--- src/sequential_list_engine_unit_assert.svh ---
// ---------------------------------------------------------------------------
// Assertion macros for the sequential list engine.
// Each macro checks a property on the rising clock edge, disabled in reset.
// ---------------------------------------------------------------------------
`ifndef SEQUENTIAL_LIST_ENGINE_UNIT_ASSERT_SVH
`define SEQUENTIAL_LIST_ENGINE_UNIT_ASSERT_SVH

// The condition holds at every edge outside reset.
`define SLE_ASSERT_ALWAYS(name, cond, msg) \
  name: assert property (@(posedge clk) disable iff (rst) (cond)) else $error(msg);

// The consequence holds in the same cycle as the antecedent.
`define SLE_ASSERT_IMPLY(name, ante, cons, msg) \
  name: assert property (@(posedge clk) disable iff (rst) (ante) |-> (cons)) else $error(msg);

// The consequence holds in the cycle after the antecedent.
`define SLE_ASSERT_NEXT(name, ante, cons, msg) \
  name: assert property (@(posedge clk) disable iff (rst) (ante) |=> (cons)) else $error(msg);

`endif

--- src/sle_pkg.sv ---
// ---------------------------------------------------------------------------
// sle_pkg
// Sizes, codes and beat types shared by the sequential list engine.
// ---------------------------------------------------------------------------
package sle_pkg;

  localparam int CAPACITY   = 64;
  localparam int VALUE_BITS = 32;

  localparam int IDX_W = (CAPACITY > 1) ? $clog2(CAPACITY) : 1;
  localparam int CNT_W = $clog2(CAPACITY + 1);
  localparam int POS_W = 7;
  // Wide enough to compare a position against count + 1 without overflow.
  localparam int CMP_W = ((CNT_W > POS_W) ? CNT_W : POS_W) + 1;

  typedef logic [VALUE_BITS-1:0] value_t;
  typedef logic [IDX_W-1:0]      idx_t;
  typedef logic [CNT_W-1:0]      cnt_t;
  typedef logic [CMP_W-1:0]      cmp_t;

  localparam logic [2:0] OP_INSERT  = 3'd0;
  localparam logic [2:0] OP_REMOVE  = 3'd1;
  localparam logic [2:0] OP_FIND    = 3'd2;
  localparam logic [2:0] OP_READ    = 3'd3;
  localparam logic [2:0] OP_REVERSE = 3'd4;

  localparam logic [1:0] ST_OK      = 2'd0;
  localparam logic [1:0] ST_RANGE   = 2'd1;
  localparam logic [1:0] ST_FULL    = 2'd2;
  localparam logic [1:0] ST_MISSING = 2'd3;

  typedef struct packed {
    logic [2:0]         operation;
    logic [POS_W-1:0]   position;
    logic signed [31:0] item_value;
  } item_t;

  typedef struct packed {
    logic [1:0]         status;
    logic signed [31:0] result_value;
    logic [5:0]         found_index;
    logic [6:0]         entry_count;
    logic               is_empty;
  } result_t;

  typedef struct packed {
    logic   we;
    idx_t   waddr;
    value_t wdata;
    logic   re;
    idx_t   raddr;
  } mem_req_t;

  // The input value is sign-extended, then kept in its low VALUE_BITS bits.
  function automatic value_t widen_value(logic signed [31:0] v);
    return VALUE_BITS'(v);
  endfunction

endpackage

--- src/sle_ram.sv ---
// ---------------------------------------------------------------------------
// sle_ram
// Generic single-write, single-read RAM with a registered read port.
// ---------------------------------------------------------------------------
module sle_ram #(
  parameter int WIDTH = 32,
  parameter int DEPTH = 64
) (
  input  logic                                    clk,
  input  logic                                    we,
  input  logic [((DEPTH > 1) ? $clog2(DEPTH) : 1)-1:0] waddr,
  input  logic [WIDTH-1:0]                        wdata,
  input  logic                                    re,
  input  logic [((DEPTH > 1) ? $clog2(DEPTH) : 1)-1:0] raddr,
  output logic [WIDTH-1:0]                        rdata
);

  logic [WIDTH-1:0] mem [DEPTH];

  always_ff @(posedge clk) begin
    if (we) begin
      mem[waddr] <= wdata;
    end
    if (re) begin
      rdata <= mem[raddr];
    end
  end

endmodule

--- src/sle_seq.sv ---
// ---------------------------------------------------------------------------
// sle_seq
// Sequencer that walks the list store one entry per cycle for each operation.
// ---------------------------------------------------------------------------
module sle_seq import sle_pkg::*; (
  input  logic     clk,
  input  logic     rst,
  input  logic     item_valid,
  output logic     item_stall,
  input  item_t    item,
  output logic     res_valid,
  input  logic     res_stall,
  output result_t  res,
  output mem_req_t mem,
  input  value_t   rdata
);

  typedef enum logic [7:0] {
    S_IDLE = 8'b0000_0001,
    S_INS  = 8'b0000_0010,
    S_PUT  = 8'b0000_0100,
    S_REM  = 8'b0000_1000,
    S_FIND = 8'b0001_0000,
    S_READ = 8'b0010_0000,
    S_REV  = 8'b0100_0000,
    S_DONE = 8'b1000_0000
  } state_t;

  state_t      state, state_next;
  cnt_t        count, count_next;
  idx_t        pos_m1, pos_m1_next;
  value_t      val, val_next;
  idx_t        rd_ptr, rd_ptr_next;
  cnt_t        rd_left, rd_left_next;
  logic        pend, pend_next;
  idx_t        pend_addr, pend_addr_next;
  idx_t        lo, lo_next;
  idx_t        hi, hi_next;
  value_t      tmp, tmp_next;
  logic        phase, phase_next;
  logic        wb, wb_next;
  logic [1:0]  status, status_next;
  logic [31:0] rval, rval_next;
  logic [5:0]  fidx, fidx_next;

  logic walk;
  cmp_t posw, cntw;

  assign posw = cmp_t'(item.position);
  assign cntw = cmp_t'(count);

  assign item_stall = (state != S_IDLE);
  assign res_valid  = (state == S_DONE);

  always_comb begin
    res.status       = status;
    res.result_value = rval;
    res.found_index  = fidx;
    res.entry_count  = 7'(count);
    res.is_empty     = (count == '0);
  end

  always_comb begin
    state_next     = state;
    count_next     = count;
    pos_m1_next    = pos_m1;
    val_next       = val;
    rd_ptr_next    = rd_ptr;
    rd_left_next   = rd_left;
    pend_next      = 1'b0;
    pend_addr_next = pend_addr;
    lo_next        = lo;
    hi_next        = hi;
    tmp_next       = tmp;
    phase_next     = phase;
    wb_next        = wb;
    status_next    = status;
    rval_next      = rval;
    fidx_next      = fidx;
    walk           = 1'b0;
    mem            = '0;

    unique case (state)
      S_IDLE: begin
        if (item_valid) begin
          val_next     = widen_value(item.item_value);
          pos_m1_next  = idx_t'(posw - cmp_t'(1));
          status_next  = ST_OK;
          rval_next    = '0;
          fidx_next    = '0;
          rd_left_next = '0;
          state_next   = S_DONE;
          unique case (item.operation)
            OP_INSERT: begin
              if (posw == '0 || posw > cntw + cmp_t'(1)) begin
                status_next = ST_RANGE;
              end else if (count == cnt_t'(CAPACITY)) begin
                status_next = ST_FULL;
              end else begin
                rd_ptr_next  = idx_t'(cntw - cmp_t'(1));
                rd_left_next = cnt_t'(cntw - posw + cmp_t'(1));
                state_next   = S_INS;
              end
            end
            OP_REMOVE: begin
              if (posw == '0 || posw > cntw) begin
                status_next = ST_RANGE;
              end else begin
                rd_ptr_next  = idx_t'(posw - cmp_t'(1));
                rd_left_next = cnt_t'(cntw - posw + cmp_t'(1));
                state_next   = S_REM;
              end
            end
            OP_FIND: begin
              if (count == '0) begin
                status_next = ST_MISSING;
              end else begin
                rd_ptr_next  = '0;
                rd_left_next = count;
                state_next   = S_FIND;
              end
            end
            OP_READ: begin
              if (posw < cntw) begin
                rd_ptr_next  = idx_t'(posw);
                rd_left_next = cnt_t'(1);
                state_next   = S_READ;
              end else begin
                status_next = ST_RANGE;
                rval_next   = '1;
              end
            end
            OP_REVERSE: begin
              if (count > cnt_t'(1)) begin
                lo_next    = '0;
                hi_next    = idx_t'(cntw - cmp_t'(1));
                phase_next = 1'b0;
                wb_next    = 1'b0;
                state_next = S_REV;
              end
            end
            default: begin
              // Undefined operation codes leave the list untouched.
            end
          endcase
        end
      end

      S_INS: begin
        // Entries move up by one place, walking down from the top.
        walk = 1'b1;
        if (pend) begin
          mem.we    = 1'b1;
          mem.waddr = pend_addr + idx_t'(1);
          mem.wdata = rdata;
        end
        if (rd_left == '0) begin
          state_next = S_PUT;
        end
      end

      S_PUT: begin
        mem.we     = 1'b1;
        mem.waddr  = pos_m1;
        mem.wdata  = val;
        count_next = count + cnt_t'(1);
        state_next = S_DONE;
      end

      S_REM: begin
        // The first entry read is the removed one; the rest move down.
        walk = 1'b1;
        if (pend) begin
          if (pend_addr == pos_m1) begin
            rval_next = 32'(rdata);
          end else begin
            mem.we    = 1'b1;
            mem.waddr = pend_addr - idx_t'(1);
            mem.wdata = rdata;
          end
        end
        if (rd_left == '0) begin
          count_next = count - cnt_t'(1);
          state_next = S_DONE;
        end
      end

      S_FIND: begin
        walk = 1'b1;
        if (pend && rdata == val) begin
          fidx_next  = 6'(pend_addr);
          state_next = S_DONE;
        end else if (rd_left == '0) begin
          status_next = ST_MISSING;
          state_next  = S_DONE;
        end
      end

      S_READ: begin
        walk = 1'b1;
        if (rd_left == '0) begin
          rval_next  = 32'(rdata);
          state_next = S_DONE;
        end
      end

      S_REV: begin
        // The writes of one swapped pair overlap the reads of the next, so read
        // and write addresses never coincide.
        if (!phase) begin
          if (wb) begin
            mem.we    = 1'b1;
            mem.waddr = lo - idx_t'(1);
            mem.wdata = rdata;
          end
          if (lo < hi) begin
            mem.re    = 1'b1;
            mem.raddr = lo;
          end
          phase_next = 1'b1;
        end else begin
          if (wb) begin
            mem.we    = 1'b1;
            mem.waddr = hi + idx_t'(1);
            mem.wdata = tmp;
          end
          phase_next = 1'b0;
          if (lo < hi) begin
            mem.re    = 1'b1;
            mem.raddr = hi;
            tmp_next  = rdata;
            lo_next   = lo + idx_t'(1);
            hi_next   = hi - idx_t'(1);
            wb_next   = 1'b1;
          end else begin
            state_next = S_DONE;
          end
        end
      end

      S_DONE: begin
        if (!res_stall) begin
          state_next = S_IDLE;
        end
      end

      default: begin
        state_next = S_IDLE;
      end
    endcase

    if (walk && rd_left != '0) begin
      mem.re         = 1'b1;
      mem.raddr      = rd_ptr;
      rd_left_next   = rd_left - cnt_t'(1);
      rd_ptr_next    = (state == S_INS) ? rd_ptr - idx_t'(1) : rd_ptr + idx_t'(1);
      pend_next      = 1'b1;
      pend_addr_next = rd_ptr;
    end
  end

  always_ff @(posedge clk) begin
    if (rst) begin
      state <= S_IDLE;
      count <= '0;
      pend  <= 1'b0;
      wb    <= 1'b0;
      phase <= 1'b0;
    end else begin
      state <= state_next;
      count <= count_next;
      pend  <= pend_next;
      wb    <= wb_next;
      phase <= phase_next;
    end
  end

  always_ff @(posedge clk) begin
    pos_m1    <= pos_m1_next;
    val       <= val_next;
    rd_ptr    <= rd_ptr_next;
    rd_left   <= rd_left_next;
    pend_addr <= pend_addr_next;
    lo        <= lo_next;
    hi        <= hi_next;
    tmp       <= tmp_next;
    status    <= status_next;
    rval      <= rval_next;
    fidx      <= fidx_next;
  end

endmodule

--- src/sequential_list_engine_unit.sv ---
// ---------------------------------------------------------------------------
// sequential_list_engine_unit
// Ordered list of signed values in one RAM, with insert, remove, find, read
// and reverse operations.
//
//   Channel   Handshake                 Beat
//   item      item_valid / item_stall   item_t: operation, position, value
//   result    result_valid / result_stall  result_t: one beat per item
//
// An item is taken, then walked through the single-port-read RAM one entry
// per cycle; the single RAM read port sets this pace. Reverse swaps the
// entries in pairs, from both ends of the list towards the middle.
// Reset clears count and control state; the store needs no clearing pass.
// A result waiting in the output register does not block the next item.
// ---------------------------------------------------------------------------
module sequential_list_engine_unit import sle_pkg::*; (
  input  logic    clk,
  input  logic    rst,
  input  logic    item_valid,
  output logic    item_stall,
  input  item_t   item,
  output logic    result_valid,
  input  logic    result_stall,
  output result_t result
);

  `include "sequential_list_engine_unit_assert.svh"

  logic     res_valid;
  logic     res_stall;
  logic     res_take;
  result_t  res;
  mem_req_t mem;
  value_t   rdata;

  sle_seq u_seq (
    .clk        (clk),
    .rst        (rst),
    .item_valid (item_valid),
    .item_stall (item_stall),
    .item       (item),
    .res_valid  (res_valid),
    .res_stall  (res_stall),
    .res        (res),
    .mem        (mem),
    .rdata      (rdata)
  );

  sle_ram #(
    .WIDTH (VALUE_BITS),
    .DEPTH (CAPACITY)
  ) u_ram (
    .clk   (clk),
    .we    (mem.we),
    .waddr (mem.waddr),
    .wdata (mem.wdata),
    .re    (mem.re),
    .raddr (mem.raddr),
    .rdata (rdata)
  );

  // The output register takes a new beat whenever it is empty or draining.
  assign res_stall = result_valid && result_stall;
  assign res_take  = res_valid && !res_stall;

  always_ff @(posedge clk) begin
    if (rst) begin
      result_valid <= 1'b0;
    end else if (res_take) begin
      result_valid <= 1'b1;
    end else if (!result_stall) begin
      result_valid <= 1'b0;
    end
  end

  always_ff @(posedge clk) begin
    if (res_take) begin
      result <= res;
    end
  end

  `SLE_ASSERT_NEXT(a_busy_after_accept, item_valid && !item_stall, item_stall,
    "engine did not start work on an accepted item")
  `SLE_ASSERT_IMPLY(a_no_same_entry, mem.we && mem.re, mem.waddr != mem.raddr,
    "RAM read and write hit the same entry in one cycle")
  `SLE_ASSERT_IMPLY(a_full_count, result_valid && result.status == ST_FULL,
    result.entry_count == 7'(CAPACITY), "full status with a list that is not full")

endmodule

--- config.mk ---
export PLATFORM = sky130hd
export DESIGN_NAME = sequential_list_engine_unit
export DESIGN_NICKNAME = d
export VERILOG_FILES = /design/src/sle_pkg.sv /design/src/sle_ram.sv /design/src/sle_seq.sv /design/src/sequential_list_engine_unit.sv
export VERILOG_INCLUDE_DIRS = /design/src /design/src/src
export SDC_FILE = /design/constraint.sdc
export NUM_CORES = 2
export LEC_CHECK = 0
export ABC_AREA = 0
export ABC_CLOCK_PERIOD_IN_PS = 5050
export BUFFER_PORTS_ARGS = -buffer_cell sky130_fd_sc_hd__buf_2
export CAP_MARGIN = 20
export CELL_PAD_IN_SITES_DETAIL_PLACEMENT = 0
export CELL_PAD_IN_SITES_GLOBAL_PLACEMENT = 2
export CORE_ASPECT_RATIO = 0.9
export CORE_MARGIN = 1.5
export CORE_UTILIZATION = 25
export DETAILED_ROUTE_END_ITERATION = 6
export GPL_TIMING_DRIVEN = 0
export PLACE_DENSITY_LB_ADDON = 0.1
export REMOVE_ABC_BUFFERS = 1
export SYNTH_ARGS = -nofsm -noshare
export SYNTH_HDL_FRONTEND = slang
export SYNTH_SLANG_ARGS = --single-unit
--- constraint.sdc ---
create_clock -name clk -period 5.05 [get_ports clk]
set_clock_uncertainty 0.15 [all_clocks]
set_input_delay 0 -clock clk [delete_from_list [all_inputs] [get_ports clk]]
set_output_delay 0 -clock clk [all_outputs]
set_load 0.01 [all_outputs]
-- After elaboration in Yosys (flattened, before gate mapping)
Memory sizes are Yosys's and may differ from the RTL's. A register that Yosys moved wholly into a read port is not among the register bits.
Cells that the tools add are included.
- input port bits: 46
- logic and storage cells: 206
- memories kept: 1
- memory bits (writable): 2048
- output and inout bits: 50
- flip-flop bits (word level): 208
- memories (memory ; depth ; bits a word ; rd ports ; clocked after Yosys merged registers in ; write ports ; line ; RTL):
    u_ram.mem ; 64 ; 32 ; 1 ; 1 ; 1 ; sle_ram.sv:18 ; logic [WIDTH-1:0] mem [DEPTH];
- reductions and logical operators: 32
- equal/unequal tests: 37
- mux-type cells: 93
- add/subtract/negate cells: 16
- magnitude comparators: 5
- operators by type and width (operator ; count):
    39-bit 2-to-1 mux ; 5
    32-bit 2-to-1 mux ; 6
    39-bit case mux with 4 select lines ; 1
    6-bit 2-to-1 mux ; 21
    8-bit 2-to-1 mux ; 13
    32-bit case mux with 3 select lines ; 1
    7-bit 2-to-1 mux ; 12
    8-bit case mux with 7 select lines ; 1
    46-bit 2-to-1 mux ; 1
    8-bit case mux with 5 select lines ; 1
    6-bit case mux with 2 select lines ; 3
    6-bit by 1-bit subtractor with 6-bit output (second input constant) ; 6
    32-bit == test ; 1
    7-bit case mux with 4 select lines ; 1
    6-bit by 1-bit adder with 6-bit output (second input constant) ; 4
    6-bit case mux with 4 select lines ; 1
    2-bit by 1-bit != test with 1-bit output (second input constant) ; 11
    1-bit 2-to-1 mux ; 15
    7-bit by 1-bit adder with 7-bit output (second input constant) ; 2
    7-bit logical NOT ; 2
    7-bit case mux with 2 select lines ; 1
    7-bit by 1-bit subtractor with 7-bit output (second input constant) ; 2
    2-bit 2-to-1 mux ; 6
    2-bit != test (second input constant) ; 5
    other kinds (44) ; 61

-- Logic depth before layout (Yosys ltp)
- word-level depth: 8
- gate-level depth with buffers: 18
- mapped depth without buffers: 13

-- By module
From an unflattened synthesis, not the netlist that was laid out.
- cell total of the unflattened synthesis: 4422
- area total of the unflattened synthesis: 90147.7 um2
- modules (own cells, without submodules) (module ; area an instance (um2) ; sequential area each (um2) ; times used ; cells each):
    sle_ram ; 79359.9 ; 62459.9 ; 1 ; 3511
    sle_seq ; 9300.2 ; 4594.4 ; 1 ; 858
    sequential_list_engine_unit ; 1487.7 ; 1461.4 ; 1 ; 53

-- Least setup slack after synthesis
OpenSTA, ideal clock, no wires.
- path type: register to register
- start: reg u_seq.state[3]
- end: reg u_seq.rval[0] (enable)
- required time: 4.439 ns
- slack: -0.076 ns
- cell stages (with the launch flop): 9
- path buffers: 1
- period minus slack after synthesis: 5.126 ns
- library setup time: 0.461 ns
- data arrival time: 4.515 ns
- cell sequence: dfxtp_1 -> buf_2 -> nor4_1 -> nand2_1 -> nor3b_1 -> nand2_1 -> clkinv_1 -> nor2_1 -> nor3_1
- longest elaborated chain between the ends: 3
- elaborated cells between the ends (all ways): 9
- those cells by class: eq/ne (7); reduce/logical (2)
- ends and longest elaborated chain (what ; line ; RTL):
    start: declaration ; sle_seq.sv:29 ; state_t state, state_next;
    start signal: assignment ; sle_seq.sv:270 ; state <= state_next;
    8-bit by 4-bit == test with 1-bit output, or another cell as far along ; sle_seq.sv:83 ; unique case (state)
    2-bit by 1-bit != test with 1-bit output (no source line), or another cell as far along ; n/a ;
    5-bit AND reduction (no source line) (*) ; n/a ;
    end signal: assignment ; sle_seq.sv:288 ; rval <= rval_next;
    end: declaration ; sle_seq.sv:43 ; logic [31:0] rval, rval_next;
Every way passes the cells marked *; elsewhere a longest branch is shown, timed or not.
A chain may end at the register's enable or synchronous reset.

-- Worst setup path in the final report
- start: reg u_seq.rd_left[3]
- end: reg u_ram.rdata[6], read port of u_ram.mem (data pin)
- longest elaborated chain between the ends: 3
- ends and longest elaborated chain (what ; line ; RTL):
    start: declaration ; sle_seq.sv:34 ; cnt_t rd_left, rd_left_next;
    start signal: assignment ; sle_seq.sv:282 ; rd_left <= rd_left_next;
    7-bit nonzero test ; sle_seq.sv:252 ; if (walk && rd_left != '0) begin
    1-bit logical AND ; sle_seq.sv:252 ;
    7-bit 2-to-1 mux ; sle_seq.sv:252 ;
    end: declaration ; sle_ram.sv:15 ; output logic [WIDTH-1:0] rdata
Every way passes these cells.

==> flow_metrics.py <==
metrics = {
    "synthesis": {
        "synthCells": 5310,
        "ys_seq_elements": 2288,
        "synth_warnings": 0,
        "ys_seq_area_share_pct": 75.60,
        "synthFlopType": "edfxtp_1",
        "synth_area_sq_um": 90630,
        "synth-async-reset-ratio_pct": 0,
        "yosysUniqueCellTypes": 80,
        "synth-edff-count": 2269,
        "syn_avg_cell_area_sq_um": 17.07,
    },
    "global_route": {
        "grt_overflow": 0,
        "grt_pass1_vias": 50870,
        "antenna_found_initial": 38,
        "grt_pass1_wl_mm": 454.4,
        "grt_max_degree": 65,
        "groute.usage.overall_pct": 18.02,
    },
    "worst_setup_path": {
        "r2r_slack_ns": -0.05,
        "path_class": "flip-flop to flip-flop",
        "critPathLaunchType": "flip-flop",
        "crit-reg2reg-launch": "u_seq.rd_left[3]",
        "arrival_ns": 5.54,
        "critPathMaxStageDelay_ns": 0.64,
        "slowest_stage": "o21ai_2",
        "end_kind": "flip-flop",
        "path_cells": "or4_4, o21a_4, and3_1, o21ai_2, nor2_4, buf_12, a22o_1, a221oi_4, o2111a_2, or3b_4",
        "crit_start": "u_seq.rd_left[3]",
        "worst_ep_required_time_ns": 5.49,
        "path_max_fanout": 16,
        "worst_r2r_path_depth": 10,
        "r2r_end": "u_ram.rdata[6]",
        "endpoint": "u_ram.rdata[6]",
    },
    "routing": {
        "vias_per_cell": 4.689,
        "drtIter0Drc": 4362,
        "routed_wirelength_mm": 338.7,
        "num_vias": 51270,
        "post_drt_wl_per_cell_microns": 30.97,
        "postRouteAntennaNets": 0,
        "drc": 0,
        "drt_first_pass_iters": 5,
    },
    "power_and_ir_drop": {
        "p_leak_nw": 35.25,
        "p_switching_mw": 8.355,
        "ir_drop_v": 0.0002291,
        "power_mw": 39.99,
        "p_int_mw": 31.63,
        "swShare_pct": 20.89,
        "clockPowerShare_pct": 46.6,
        "p_comb_share_pct": 1.4,
        "power_frac_seq_pct": 52.0,
        "p_per_area_nw_per_um2": 351.9,
    },
    "finish": {
        "fin_nets": 5975,
        "area_delta_synth_final_pct": 25.39,
        "layout-drive-gt1-share_pct": 21.09,
        "postLayoutCellArea_sq_um": 113600,
        "fill_cells": 35070,
        "fin_util_pct": 31.54,
    },
    "placed_design": {
        "placed_cell_area_sq_um": 101600,
        "dpl.hpwl_mm": 219.1,
        "portBuffers": 95,
        "globalplace.congestion": 0.7323,
    },
    "worst_hold_path": {
        "hold_path_class": "primary input to flip-flop",
        "min_from": "item[40]",
        "min_path_cells": 4,
    },
    "sta": {
        "final_max_slew_viol_count": 0,
        "grt_setup_unrepaired": "true",
        "fin_ws_ns": -0.04768,
        "worstMarginPinSlew_ns": 1.241,
        "min_period_ns": 5.098,
        "max-slew-margin-rel_pct": 17.24,
        "max_freq_ghz": 0.1962,
        "finalHoldViolCount": 0,
        "hold_ws_ns": 0.09286,
        "period_share_pct": 100.9,
        "finalSetupViolCount": 2,
        "setup_tns_ns": -0.06488,
    },
    "die": {
        "core-area_sq_um": 360300,
        "start_util_pct": 25.15,
        "io_pins": 96,
        "placementRows": 209,
        "die-area_sq_um": 366200,
        "die_x_microns": 637.7,
        "die_y_microns": 574.2,
    },
    "cts": {
        "clk_latency_ns": 0.88,
        "clockRootBuffer": "clkbuf_16",
        "numCtsBuffers": 270,
        "clockBufferDepth": 4,
        "cts_num_sinks": 2288,
        "cts.htree.levels": 5,
        "tritoncts": "done",
        "cts.clk_slew.worst_paths_ns": 0.06,
    },
    "run_status": {
        "outcome": "complete, but fails checks",
        "violations": "setup timing",
    },
    "flow_run": {
        "max-cap-violations": 0,
    },
}
-- synthesized netlist by cell type, drive strengths merged, types with 81 or more instances --
master	instances	share of area [%]
a21oi	105	0.58
a22oi	81	0.67
buf	137	0.96
clkbuf	142	0.59
edfxtp	2269	75
mux2i	439	4.8
mux4	190	4.7
nand2	520	2.2
nand3	201	1.1
nor2	202	0.84
o21ai	147	0.81
o22ai	219	1.5
-- routing by layer --
| layer | up-vias | track usage (%) | part of all wire, % |
|---|---|---|---|
| li1 | 22380 | - | - |
| met1 | 27200 | 25.42 | 46 |
| met2 | 1321 | 27.71 | 45 |
| met3 | 365 | 3.852 | 5.9 |
| met4 | 2 | 5.411 | 2.8 |
| met5 | - | 0 | 0.0038 |
-- logic make-up (layout without fill, tap and decap cells) --
kind of cell             count (synthesis)  after routing  synth area share [%]
flip-flops                            2288           2288                 75.60
AND/OR/NAND/NOR                       1121           1122                 5.523
AO/OA/AOI/OAI                          785            786                 5.840
multiplexers                           634            634                 9.632
buffers and inverters                  338           1114                 1.793
XOR/XNOR                                96             96                0.9277
adder cells (fa/ha/maj)                 48             48                0.6875
other                                    0            101                     0
-- stage by stage --
| step | setup slack, ns | instances |
|---|---|---|
| final | -0.04768 | 10940 |
| after floorplan | -24.67 | 5031 |
| after global routing | -0.09425 | 10910 |
| after CTS | -0.2510 | 10770 |
| after global placement | -44.46 | 9873 |
| after detailed placement | -2.219 | 10110 |
-- power groups by stage --
stage	Sequential (mW)	Clock, mW	Combinational [mW]
final	20.8	18.6	0.578
after CTS	20.8	19.3	0.577
after floorplan	21.1	0	0.321
after global routing	20.8	19.9	0.623
after detailed placement	21.2	0	0.485
after global placement	21.2	0	0.599
-- worst min path at each step --
| stage | endpoint | slack, ns |
|---|---|---|
| after CTS | u_seq.state[5] | 0.01 |
| after global routing | u_seq.state[5] | 0.08 |
| after global placement | u_seq.val[27] | 0.03 |
| after floorplan | result_valid | -0.08 |
| after detailed placement | u_seq.val[1] | 0.03 |
| final | u_seq.state[5] | 0.09 |
-- cell usage in the layout, fill, tap and decap left out, types with 15 or more instances in the layout --
cell,n
o22ai_1,216
clkbuf_16,284
mux4_2,190
clkinv_2,32
buf_2,96
nand3_1,189
inv_1,41
a21oi_1,102
nor2_4,70
xor2_1,57
nand4_1,18
diode_2,101
clkinv_1,68
edfxtp_1,2269
buf_12,157
and3_1,21
mux2i_1,438
nor2_1,130
nor3_1,32
bufbuf_16,15
ha_1,43
a21o_1,40
o21ai_0,125
a31oi_1,16
xnor2_1,39
clkbuf_1,70
a22oi_1,76
o21bai_1,15
nor2b_1,16
buf_16,80
nand2_4,20
nand2_1,489
dlygate4sd3_1,97
buf_4,109
-- sequential cells by signal, indices dropped and copies added, names as in the netlist, 2 cells and up --
signal / flops
result: 48
u_ram.mem: 2048
u_ram.rdata: 32
u_seq.count: 7
u_seq.fidx: 6
u_seq.hi: 6
u_seq.lo: 6
u_seq.pend_addr: 6
u_seq.pos_m1: 6
u_seq.rd_left: 7
u_seq.rd_ptr: 6
u_seq.rval: 32
u_seq.state: 8
u_seq.status: 2
u_seq.tmp: 32
u_seq.val: 32
-- timing repair --
action | CTS | global route
buffers inserted | 71 | 58
pin swaps | 50 | 24
setup endpoints to repair | 2023 | 509
endpoints found under the hold margin | 203 | 0
hold buffers | 97 | 0
gates cloned | 17 | 5
gates resized for setup | 123 | 29
-- cell type report --
| cell class | instances | area, sq um | area share (%) |
|---|---|---|---|
| Antenna cell | 101 | 252.7 | 0.2224 |
| Sequential cell | 2288 | 68520 | 60.30 |
| Timing Repair Buffer | 576 | 8412 | 7.402 |
| Clock inverter | 129 | 963.4 | 0.8478 |
| Tap cell | 4747 | 5939 | 5.226 |
| Multi-Input combinational cell | 2686 | 22060 | 19.41 |
| Inverter | 59 | 232.7 | 0.2048 |
| Clock buffer | 350 | 7258 | 6.387 |
-- critical path, delay by kind of cell, from the launching register on --
family / cells / cell delay [ns]
simple gates: 4 / 1.78
compound gates: 5 / 2.14
flops: 1 / 0.44
buf+inv: 1 / 0.27
Note: power is estimated with default switching activity, not from simulation.
